[src/rtl/b64u_pkg.sv]
`timescale 1ns / 1ps
package b64u_pkg;

	localparam logic [7:0] PAD_CHAR   = 8'h3D;
	localparam logic [7:0] DASH_CHAR  = 8'h2D;
	localparam logic [7:0] ULINE_CHAR = 8'h5F;

	typedef struct packed {
		logic [7:0] in_byte;
		logic       in_last;
	} in_word_t;

	typedef struct packed {
		logic [7:0] out_byte;
		logic       out_last;
		logic       error;
	} out_word_t;

	// One group handed from the front end to the back end.
	typedef struct packed {
		logic [23:0] bits;
		logic [1:0]  cnt_m1;    // results in this group, minus one
		logic [1:0]  chars_m1;  // encode: real characters minus one, rest are '='
		logic        dec;
		logic        err;
		logic        last;
	} job_t;

	function automatic logic [7:0] sym_of(input logic [5:0] s);
		logic [7:0] w;
		begin
			w = {2'b00, s};
			if (s < 6'd26)
				sym_of = w + 8'h41;
			else if (s < 6'd52)
				sym_of = w + 8'd71;
			else if (s < 6'd62)
				sym_of = w - 8'd4;
			else if (s == 6'd62)
				sym_of = DASH_CHAR;
			else
				sym_of = ULINE_CHAR;
		end
	endfunction

	// Returns {bad, sextet}; bad is set for anything outside the alphabet and not '='.
	function automatic logic [6:0] sextet_of(input logic [7:0] c);
		logic [7:0] d;
		begin
			d = 8'd0;
			sextet_of = 7'b1_000000;
			if (c >= 8'h41 && c <= 8'h5A) begin
				d = c - 8'h41;
				sextet_of = {1'b0, d[5:0]};
			end else if (c >= 8'h61 && c <= 8'h7A) begin
				d = c - 8'd71;
				sextet_of = {1'b0, d[5:0]};
			end else if (c >= 8'h30 && c <= 8'h39) begin
				d = c + 8'd4;
				sextet_of = {1'b0, d[5:0]};
			end else if (c == DASH_CHAR) begin
				sextet_of = 7'd62;
			end else if (c == ULINE_CHAR) begin
				sextet_of = 7'd63;
			end else if (c == PAD_CHAR) begin
				sextet_of = 7'd0;
			end
		end
	endfunction

endpackage

[src/rtl/b64u_front.sv]
`timescale 1ns / 1ps
module b64u_front import b64u_pkg::*; (
	input  logic     clk,
	input  logic     arst_n,
	input  logic     dir,
	input  logic     clear,
	input  logic     in_valid,
	output logic     in_stall,
	input  in_word_t in_word,
	input  logic     q_full,
	output logic     push,
	output job_t     push_job
);

	logic [23:0] group_bits_q;
	logic [1:0]  group_count_q;
	logic        third_pad_q;
	logic        bad_q;

	logic        take;
	logic        emit;
	logic [1:0]  held;
	logic [23:0] merged;
	logic [6:0]  dec_s;
	logic        is_pad;
	logic [1:0]  drop;

	assign in_stall = q_full;
	assign take     = in_valid && !q_full;
	assign held     = group_count_q + 2'd1;
	assign dec_s    = sextet_of(in_word.in_byte);
	assign is_pad   = (in_word.in_byte == PAD_CHAR);
	assign drop     = {1'b0, in_word.in_last && is_pad} + {1'b0, in_word.in_last && third_pad_q};

	always_comb begin
		merged   = group_bits_q;
		emit     = 1'b0;
		push_job = '0;
		if (!dir) begin
			case (group_count_q)
				2'd0:    merged[23:16] = in_word.in_byte;
				2'd1:    merged[15:8]  = in_word.in_byte;
				default: merged[7:0]   = in_word.in_byte;
			endcase
			emit              = (held == 2'd3) || in_word.in_last;
			push_job.bits     = merged;
			push_job.cnt_m1   = 2'd3;
			push_job.chars_m1 = held;
			push_job.last     = in_word.in_last;
		end else begin
			case (group_count_q)
				2'd0:    merged[23:18] = dec_s[5:0];
				2'd1:    merged[17:12] = dec_s[5:0];
				2'd2:    merged[11:6]  = dec_s[5:0];
				default: merged[5:0]   = dec_s[5:0];
			endcase
			emit         = (group_count_q == 2'd3) || in_word.in_last;
			push_job.dec = 1'b1;
			if (group_count_q == 2'd3) begin
				push_job.bits   = merged;
				push_job.cnt_m1 = 2'd2 - drop;
				push_job.err    = bad_q || dec_s[6];
				push_job.last   = in_word.in_last;
			end else begin
				// short final group: a single zero word flagged as error
				push_job.err  = 1'b1;
				push_job.last = 1'b1;
			end
		end
	end

	assign push = take && emit;

	always_ff @(posedge clk or negedge arst_n) begin
		if (!arst_n) begin
			group_bits_q  <= '0;
			group_count_q <= '0;
			third_pad_q   <= 1'b0;
			bad_q         <= 1'b0;
		end else if (clear || push) begin
			group_bits_q  <= '0;
			group_count_q <= '0;
			third_pad_q   <= 1'b0;
			bad_q         <= 1'b0;
		end else if (take) begin
			group_bits_q  <= merged;
			group_count_q <= held;
			if (dir) begin
				if (dec_s[6])
					bad_q <= 1'b1;
				if (group_count_q == 2'd2 && is_pad)
					third_pad_q <= 1'b1;
			end
		end
	end

endmodule

[src/rtl/b64u_fifo.sv]
`timescale 1ns / 1ps
module b64u_fifo import b64u_pkg::*; #(
	parameter int DEPTH = 2
) (
	input  logic clk,
	input  logic arst_n,
	input  logic push,
	input  job_t push_job,
	output logic full,
	input  logic pop,
	output logic q_valid,
	output job_t q_job
);

	localparam int AW = (DEPTH > 1) ? $clog2(DEPTH) : 1;
	localparam int CW = $clog2(DEPTH + 1);

	job_t          mem [DEPTH];
	logic [AW-1:0] wr_ptr_q;
	logic [AW-1:0] rd_ptr_q;
	logic [CW-1:0] count_q;
	logic          do_push;
	logic          do_pop;

	assign full    = (count_q == CW'(DEPTH));
	assign q_valid = (count_q != '0);
	assign q_job   = mem[rd_ptr_q];
	assign do_push = push && !full;
	assign do_pop  = pop && q_valid;

	always_ff @(posedge clk) begin
		if (do_push)
			mem[wr_ptr_q] <= push_job;
	end

	always_ff @(posedge clk or negedge arst_n) begin
		if (!arst_n) begin
			wr_ptr_q <= '0;
			rd_ptr_q <= '0;
			count_q  <= '0;
		end else begin
			if (do_push)
				wr_ptr_q <= (wr_ptr_q == AW'(DEPTH - 1)) ? '0 : wr_ptr_q + 1'b1;
			if (do_pop)
				rd_ptr_q <= (rd_ptr_q == AW'(DEPTH - 1)) ? '0 : rd_ptr_q + 1'b1;
			if (do_push && !do_pop)
				count_q <= count_q + 1'b1;
			else if (do_pop && !do_push)
				count_q <= count_q - 1'b1;
		end
	end

endmodule

[src/rtl/b64u_back.sv]
`timescale 1ns / 1ps
module b64u_back import b64u_pkg::*; (
	input  logic      clk,
	input  logic      arst_n,
	input  logic      q_valid,
	input  job_t      q_job,
	output logic      pop,
	output logic      out_valid,
	input  logic      out_stall,
	output out_word_t out_word
);

	job_t       cur_q;
	logic       busy_q;
	logic [1:0] idx_q;
	logic       out_valid_q;
	out_word_t  out_word_q;

	logic       adv;
	logic       at_end;
	logic [5:0] sext;
	logic [7:0] dbyte;
	out_word_t  res;

	assign adv    = !out_valid_q || !out_stall;
	assign at_end = (idx_q == cur_q.cnt_m1);
	assign pop    = q_valid && (!busy_q || (adv && at_end));

	always_comb begin
		case (idx_q)
			2'd0:    sext = cur_q.bits[23:18];
			2'd1:    sext = cur_q.bits[17:12];
			2'd2:    sext = cur_q.bits[11:6];
			default: sext = cur_q.bits[5:0];
		endcase
		case (idx_q)
			2'd0:    dbyte = cur_q.bits[23:16];
			2'd1:    dbyte = cur_q.bits[15:8];
			default: dbyte = cur_q.bits[7:0];
		endcase
		res.out_last = cur_q.last && at_end;
		res.error    = cur_q.dec && cur_q.err;
		if (cur_q.dec)
			res.out_byte = dbyte;
		else if (idx_q <= cur_q.chars_m1)
			res.out_byte = sym_of(sext);
		else
			res.out_byte = PAD_CHAR;
	end

	always_ff @(posedge clk or negedge arst_n) begin
		if (!arst_n) begin
			busy_q      <= 1'b0;
			idx_q       <= '0;
			out_valid_q <= 1'b0;
		end else begin
			if (adv)
				out_valid_q <= busy_q;
			if (pop) begin
				busy_q <= 1'b1;
				idx_q  <= '0;
			end else if (adv && busy_q) begin
				if (at_end)
					busy_q <= 1'b0;
				else
					idx_q <= idx_q + 2'd1;
			end
		end
	end

	// hold the word while stalled
	always_ff @(posedge clk) begin
		if (pop)
			cur_q <= q_job;
		if (adv && busy_q)
			out_word_q <= res;
	end

	assign out_valid = out_valid_q;
	assign out_word  = out_word_q;

endmodule

[src/rtl/base64url_stream_codec.sv]
`timescale 1ns / 1ps
// Streaming base64url codec ('-' and '_' alphabet, '=' padding). cfg_wdata written with
// cfg_we selects encode (0) or decode (1) and clears any partly gathered group; write it
// only while the block is idle. The front end takes one input word per cycle while the
// group queue (QUEUE_DEPTH entries) has room and hands each finished group to the back
// end, which emits one output word per cycle from its output register while out_stall
// is low. Encoding gives four characters per three bytes, so the single output word per
// cycle sets the encode rate; decoding takes one character per cycle when not stalled.
// A result passes through the group queue and the back end's group and output registers.
module base64url_stream_codec import b64u_pkg::*; #(
	parameter int QUEUE_DEPTH = 2
) (
	input  logic      clk,
	input  logic      arst_n,
	input  logic      cfg_we,
	input  logic      cfg_wdata,
	input  logic      in_valid,
	output logic      in_stall,
	input  in_word_t  in_word,
	output logic      out_valid,
	input  logic      out_stall,
	output out_word_t out_word
);

	logic dir_q;
	logic q_full;
	logic push;
	job_t push_job;
	logic pop;
	logic q_valid;
	job_t q_job;

	always_ff @(posedge clk or negedge arst_n) begin
		if (!arst_n)
			dir_q <= 1'b0;
		else if (cfg_we)
			dir_q <= cfg_wdata;
	end

	b64u_front u_front (
		.clk      (clk),
		.arst_n   (arst_n),
		.dir      (dir_q),
		.clear    (cfg_we),
		.in_valid (in_valid),
		.in_stall (in_stall),
		.in_word  (in_word),
		.q_full   (q_full),
		.push     (push),
		.push_job (push_job)
	);

	b64u_fifo #(
		.DEPTH (QUEUE_DEPTH)
	) u_fifo (
		.clk      (clk),
		.arst_n   (arst_n),
		.push     (push),
		.push_job (push_job),
		.full     (q_full),
		.pop      (pop),
		.q_valid  (q_valid),
		.q_job    (q_job)
	);

	b64u_back u_back (
		.clk       (clk),
		.arst_n    (arst_n),
		.q_valid   (q_valid),
		.q_job     (q_job),
		.pop       (pop),
		.out_valid (out_valid),
		.out_stall (out_stall),
		.out_word  (out_word)
	);

endmodule

[config.mk]
export PLATFORM = sky130hd
export DESIGN_NAME = base64url_stream_codec
export DESIGN_NICKNAME = d
export VERILOG_FILES = /design/src/rtl/b64u_pkg.sv /design/src/rtl/b64u_front.sv /design/src/rtl/b64u_fifo.sv /design/src/rtl/b64u_back.sv /design/src/rtl/base64url_stream_codec.sv
export SDC_FILE = /design/constraint.sdc
export NUM_CORES = 1
export LEC_CHECK = 0
export BUFFER_PORTS_ARGS = -buffer_cell sky130_fd_sc_hd__buf_2
export CORE_ASPECT_RATIO = 1.75
export CORE_UTILIZATION = 60
export DETAILED_ROUTE_END_ITERATION = 7
export PLACE_DENSITY = 0.84
export SYNTH_ARGS = -nofsm -noshare
export SYNTH_HDL_FRONTEND = slang
export SYNTH_SLANG_ARGS = --single-unit
[constraint.sdc]
create_clock -name clk -period 9.62 [get_ports clk]
set_clock_uncertainty 0.15 [all_clocks]
set_input_delay 0.962 -clock clk [delete_from_list [all_inputs] [get_ports clk]]
set_output_delay 0.962 -clock clk [all_outputs]
set_load 0.02 [all_outputs]
==> run_results.csv <==
group,metric,value,unit
routing,wirelength,19800,um
setup_path,end_kind,"register",
clocking,cts.sinks,140,
clocking,insertion_delay,0.42,ns
die,die_w,87.0,um
synth,synth_top_area_share,40.8,%
timing,fin_crit,3.84,ns
clocking,cts_setup_buffers,0,
outcome,violations,"design-rule violations",
timing,max-slew-margin-rel,13.5,%
routing,met2_wirelength,10700,um
placement,dpl_cell_area,0.00781,mm2
routing,dr_wl_met3,1080,um
clocking,clk_path_buf_depth,2,
final_layout,areaGrowthSynthToFinish,10.9,%
global_routing,grt-ovfl-total,0,
placement,dp_hpwl,13900,um
die,core_area,0.0124,mm2
synth,yosys.area.top_type,"edfxtp_1",
setup_path,required,9.58,ns
clocking,numCtsBuffers,17,
synth,synth-seq-cells,140,
timing,rsz0062_at_grt,"false",
global_routing,grt_pass1_wl,30600,um
routing,ant_nets,0,
die,dieArea,0.0131,mm2
final_layout,n_antenna_cell,0,
routing,dr_total_vias,5919,
die,start_util,61.3,%
synth,yosysWarningCount,0,
routing,dr.pass1.iters,7,
synth,synth_edf_count,103,
timing,holdWs,0.338,ns
hold_path,min-delay-start,"u_front.group_bits_q[22]",
global_routing,groute.usage.overall,32.0,%
die,io_pins,27,
outcome,status,"finished with violations",
setup_path,slowest_stage,"a2111oi_0",
hold_path,hold_path.class,"reg2reg",
synth,avgSynthCellArea,11.1,um2
timing,hold_viol,0,
setup_path,cp_max_fo,15,
pwr,power_density,291,mW/mm2
timing,tightest_slew,1.26,ns
synth,synth_fp_nets,724,
setup_path,cp_slowest_stage_delay,1.06,ns
synth,synth_area_leaders,"edfxtp_1 (41%), dfrtp_1 (12%), mux2_2 (5.0%), ha_1 (4.1%), nand2_1 (3.5%)",
synth,syn-cell-area,0.00758,mm2
final_layout,fin_nets,737,
clocking,htreeDepth,4,
pwr,p_leak,0.00311,uW
setup_path,crit_top_cell,"ha_1",
clocking,cts_tree,"yes",
placement,place.gp.congestion,0.989,
synth,synth_flop_cell,"edfxtp_1",
routing,viasPerCell,6.74,
placement,port_buffers,26,
routing,drcViolationCount,1,
final_layout,post-route-cell-area,0.00841,mm2
global_routing,grt_pass1_vias,5869,
clocking,ctsResizeCount,0,
timing,fin_tns_setup,0,ns
routing,top_layer_used,"met4",
routing,drt_iter0_drc,461,
synth,yosysUniqueCellTypes,72,
setup_path,worstPathCellList,"inv_1 > ha_1 > a222oi_1 > o21a_1 > ha_1 > nand2_1 > a2111oi_0 > o32ai_1",
synth,seq_area_frac_synth,53.0,%
pwr,peakVddDrop,0.151,mV
flow_run,max_cap_viol_count,0,
synth,syn_inst,684,
synth,synthArstFlopShare,26.4,%
global_routing,antenna_found_initial,0,
setup_path,criticalPathCategory,"reg2reg",
die,rows,54,
setup_path,startpoint_type,"register",
timing,maxSlewViolCount,0,
clocking,cts_root_buf,"clkbuf_16",
setup_path,worstPathArrival,3.80,ns
timing,period_share,39.9,%
timing,setup_violations,0,
routing,wl_met1,6700,um
setup_path,crit_start,"u_back.idx_q[1]",
final_layout,drive_above_1_share,15.8,%
routing,post_drt_wl_per_cell,22.6,um
clocking,clkTransAtPathRegs,0.06,ns
die,die_y,151,um
setup_path,r2r-start,"u_back.idx_q[1]",
timing,max_freq,0.261,GHz
global_routing,grt_start_max_net_pins,47,
clocking,holdBufCountCts,0,
==> final cells by class <==
class,count,area (um2)
clock buffers,19,433
clock inverters,13,168
fillers,895,3950
inverters,27,101
multi-input cells,478,3300
flip-flops and latches,140,4020
well taps,168,210
repair buffers,33,183
==> state kept, by name, summed over array words and instances (netlist names) <==
signal / flops
u_fifo.mem: 62
u_back.cur_q: 31
u_front.group_bits_q: 24
u_back.out_word: 10
u_back.idx_q: 2
u_fifo.count_q: 2
u_front.group_count_q: 2
dir_q: 1
u_back.busy_q: 1
u_back.out_valid: 1
u_fifo.rd_ptr_q: 1
u_fifo.wr_ptr_q: 1
u_front.bad_q: 1
u_front.third_pad_q: 1
==> synth_stat cells (all sizes together) (4+ instances only) <==
cell and count:
nor4 4, mux2 34, o311ai 5, o21ai 47
clkbuf 22, nor3b 5, xnor2 7, a22o 8
nor2b 8, o221ai 14, o31ai 8, ha 25
a21o 6, nand2b 7, a222oi 5, a22oi 14
mux2i 15, a21oi 45, dfrtp 37, inv 26
or3 4, and2 8, nor3 14, nand3 6
a211oi 6, edfxtp 103, nor2 33, o22ai 6
a31oi 22, a311oi 4, o32ai 4, nand2 71
buf 17
==> logic make-up (layout without fill, tap and decap cells) <==
family                   Yosys count  in the layout  synth area share (%)
AO/OA/AOI/OAI                    219            219                  19.6
AND/OR/NAND/NOR                  175            175                  11.5
flip-flops                       140            140                  53.0
buffers and inverters             66             92                  3.58
multiplexers                      49             49                  7.08
adder cells (fa/ha/maj)           25             25                  4.12
XOR/XNOR                          10             10                  1.15
==> placed cells by master (no fill, tap or decap), types with 4 or more instances in the layout <==
cell / instances
dfrtp_1: 37
nor3b_1: 4
buf_4: 7
nor3_1: 12
nand2_1: 71
xnor2_1: 7
buf_2: 26
mux2_2: 34
o31ai_1: 8
nand2b_1: 7
o22ai_1: 6
clkinvlp_4: 5
o221ai_1: 14
a22oi_1: 14
ha_1: 25
o32ai_1: 4
o311ai_0: 5
a21o_1: 6
nor2_1: 32
mux2i_1: 14
nand3_1: 6
o21ai_0: 44
edfxtp_1: 103
a21oi_1: 43
a222oi_1: 5
nor2b_1: 8
inv_1: 26
a22o_1: 8
clkbuf_16: 17
and2_1: 7
nor4_1: 4
a211oi_1: 4
a31oi_1: 22
==> worst paths after layout <==
path	end	slack (ns)	depth (start not counted)
min	u_front.group_bits_q[22]	0.34	2
max in group asynchronous	u_front.group_bits_q[3]	8.18	1
max	u_back.out_word[3]	5.78	8
min in group asynchronous	u_front.group_bits_q[21]	0.53	1
max reg2reg	u_back.out_word[3]	5.78	8
min reg2reg	u_front.group_bits_q[22]	0.34	2
==> power by group <==
part | switching (uW) | total, uW | internal (uW)
clock | 252 | 661 | 409
combinational | 565 | 878 | 313
sequential | 75.0 | 906 | 831
total | 891 | 2440 | 1550
==> through the flow <==
stage               utilization (%)  setup slack (ns)  std cells  power [uW]
floorplan                         -              5.81        684        1530
global placement               63.2              5.74        846        1730
detailed placement             63.2              5.68        846        1760
CTS                            68.0              6.07        878        2420
global route                   68.0              5.68        878        2550
finish                         68.0              5.78        878        2440
==> critical path, delay by kind of cell, from the launching register on <==
| kind | cells | cell delay [ns] |
|---|---|---|
| buffers and inverters | 1 | 0.13 |
| adders and majority gates | 2 | 0.62 |
| AOI/OAI and AO/OA | 4 | 2.05 |
| and+or+nand+nor | 1 | 0.08 |
| DFF | 1 | 0.49 |
==> metal layers <==
layer | vias to the layer above | GRT usage [%]
met5 | - | 0
met4 | 0 | 22.1
met3 | 96 | 5.76
met2 | 323 | 59.1
li1 | 2644 | -
met1 | 2856 | 31.5
Power figures use the tool's default switching activity.
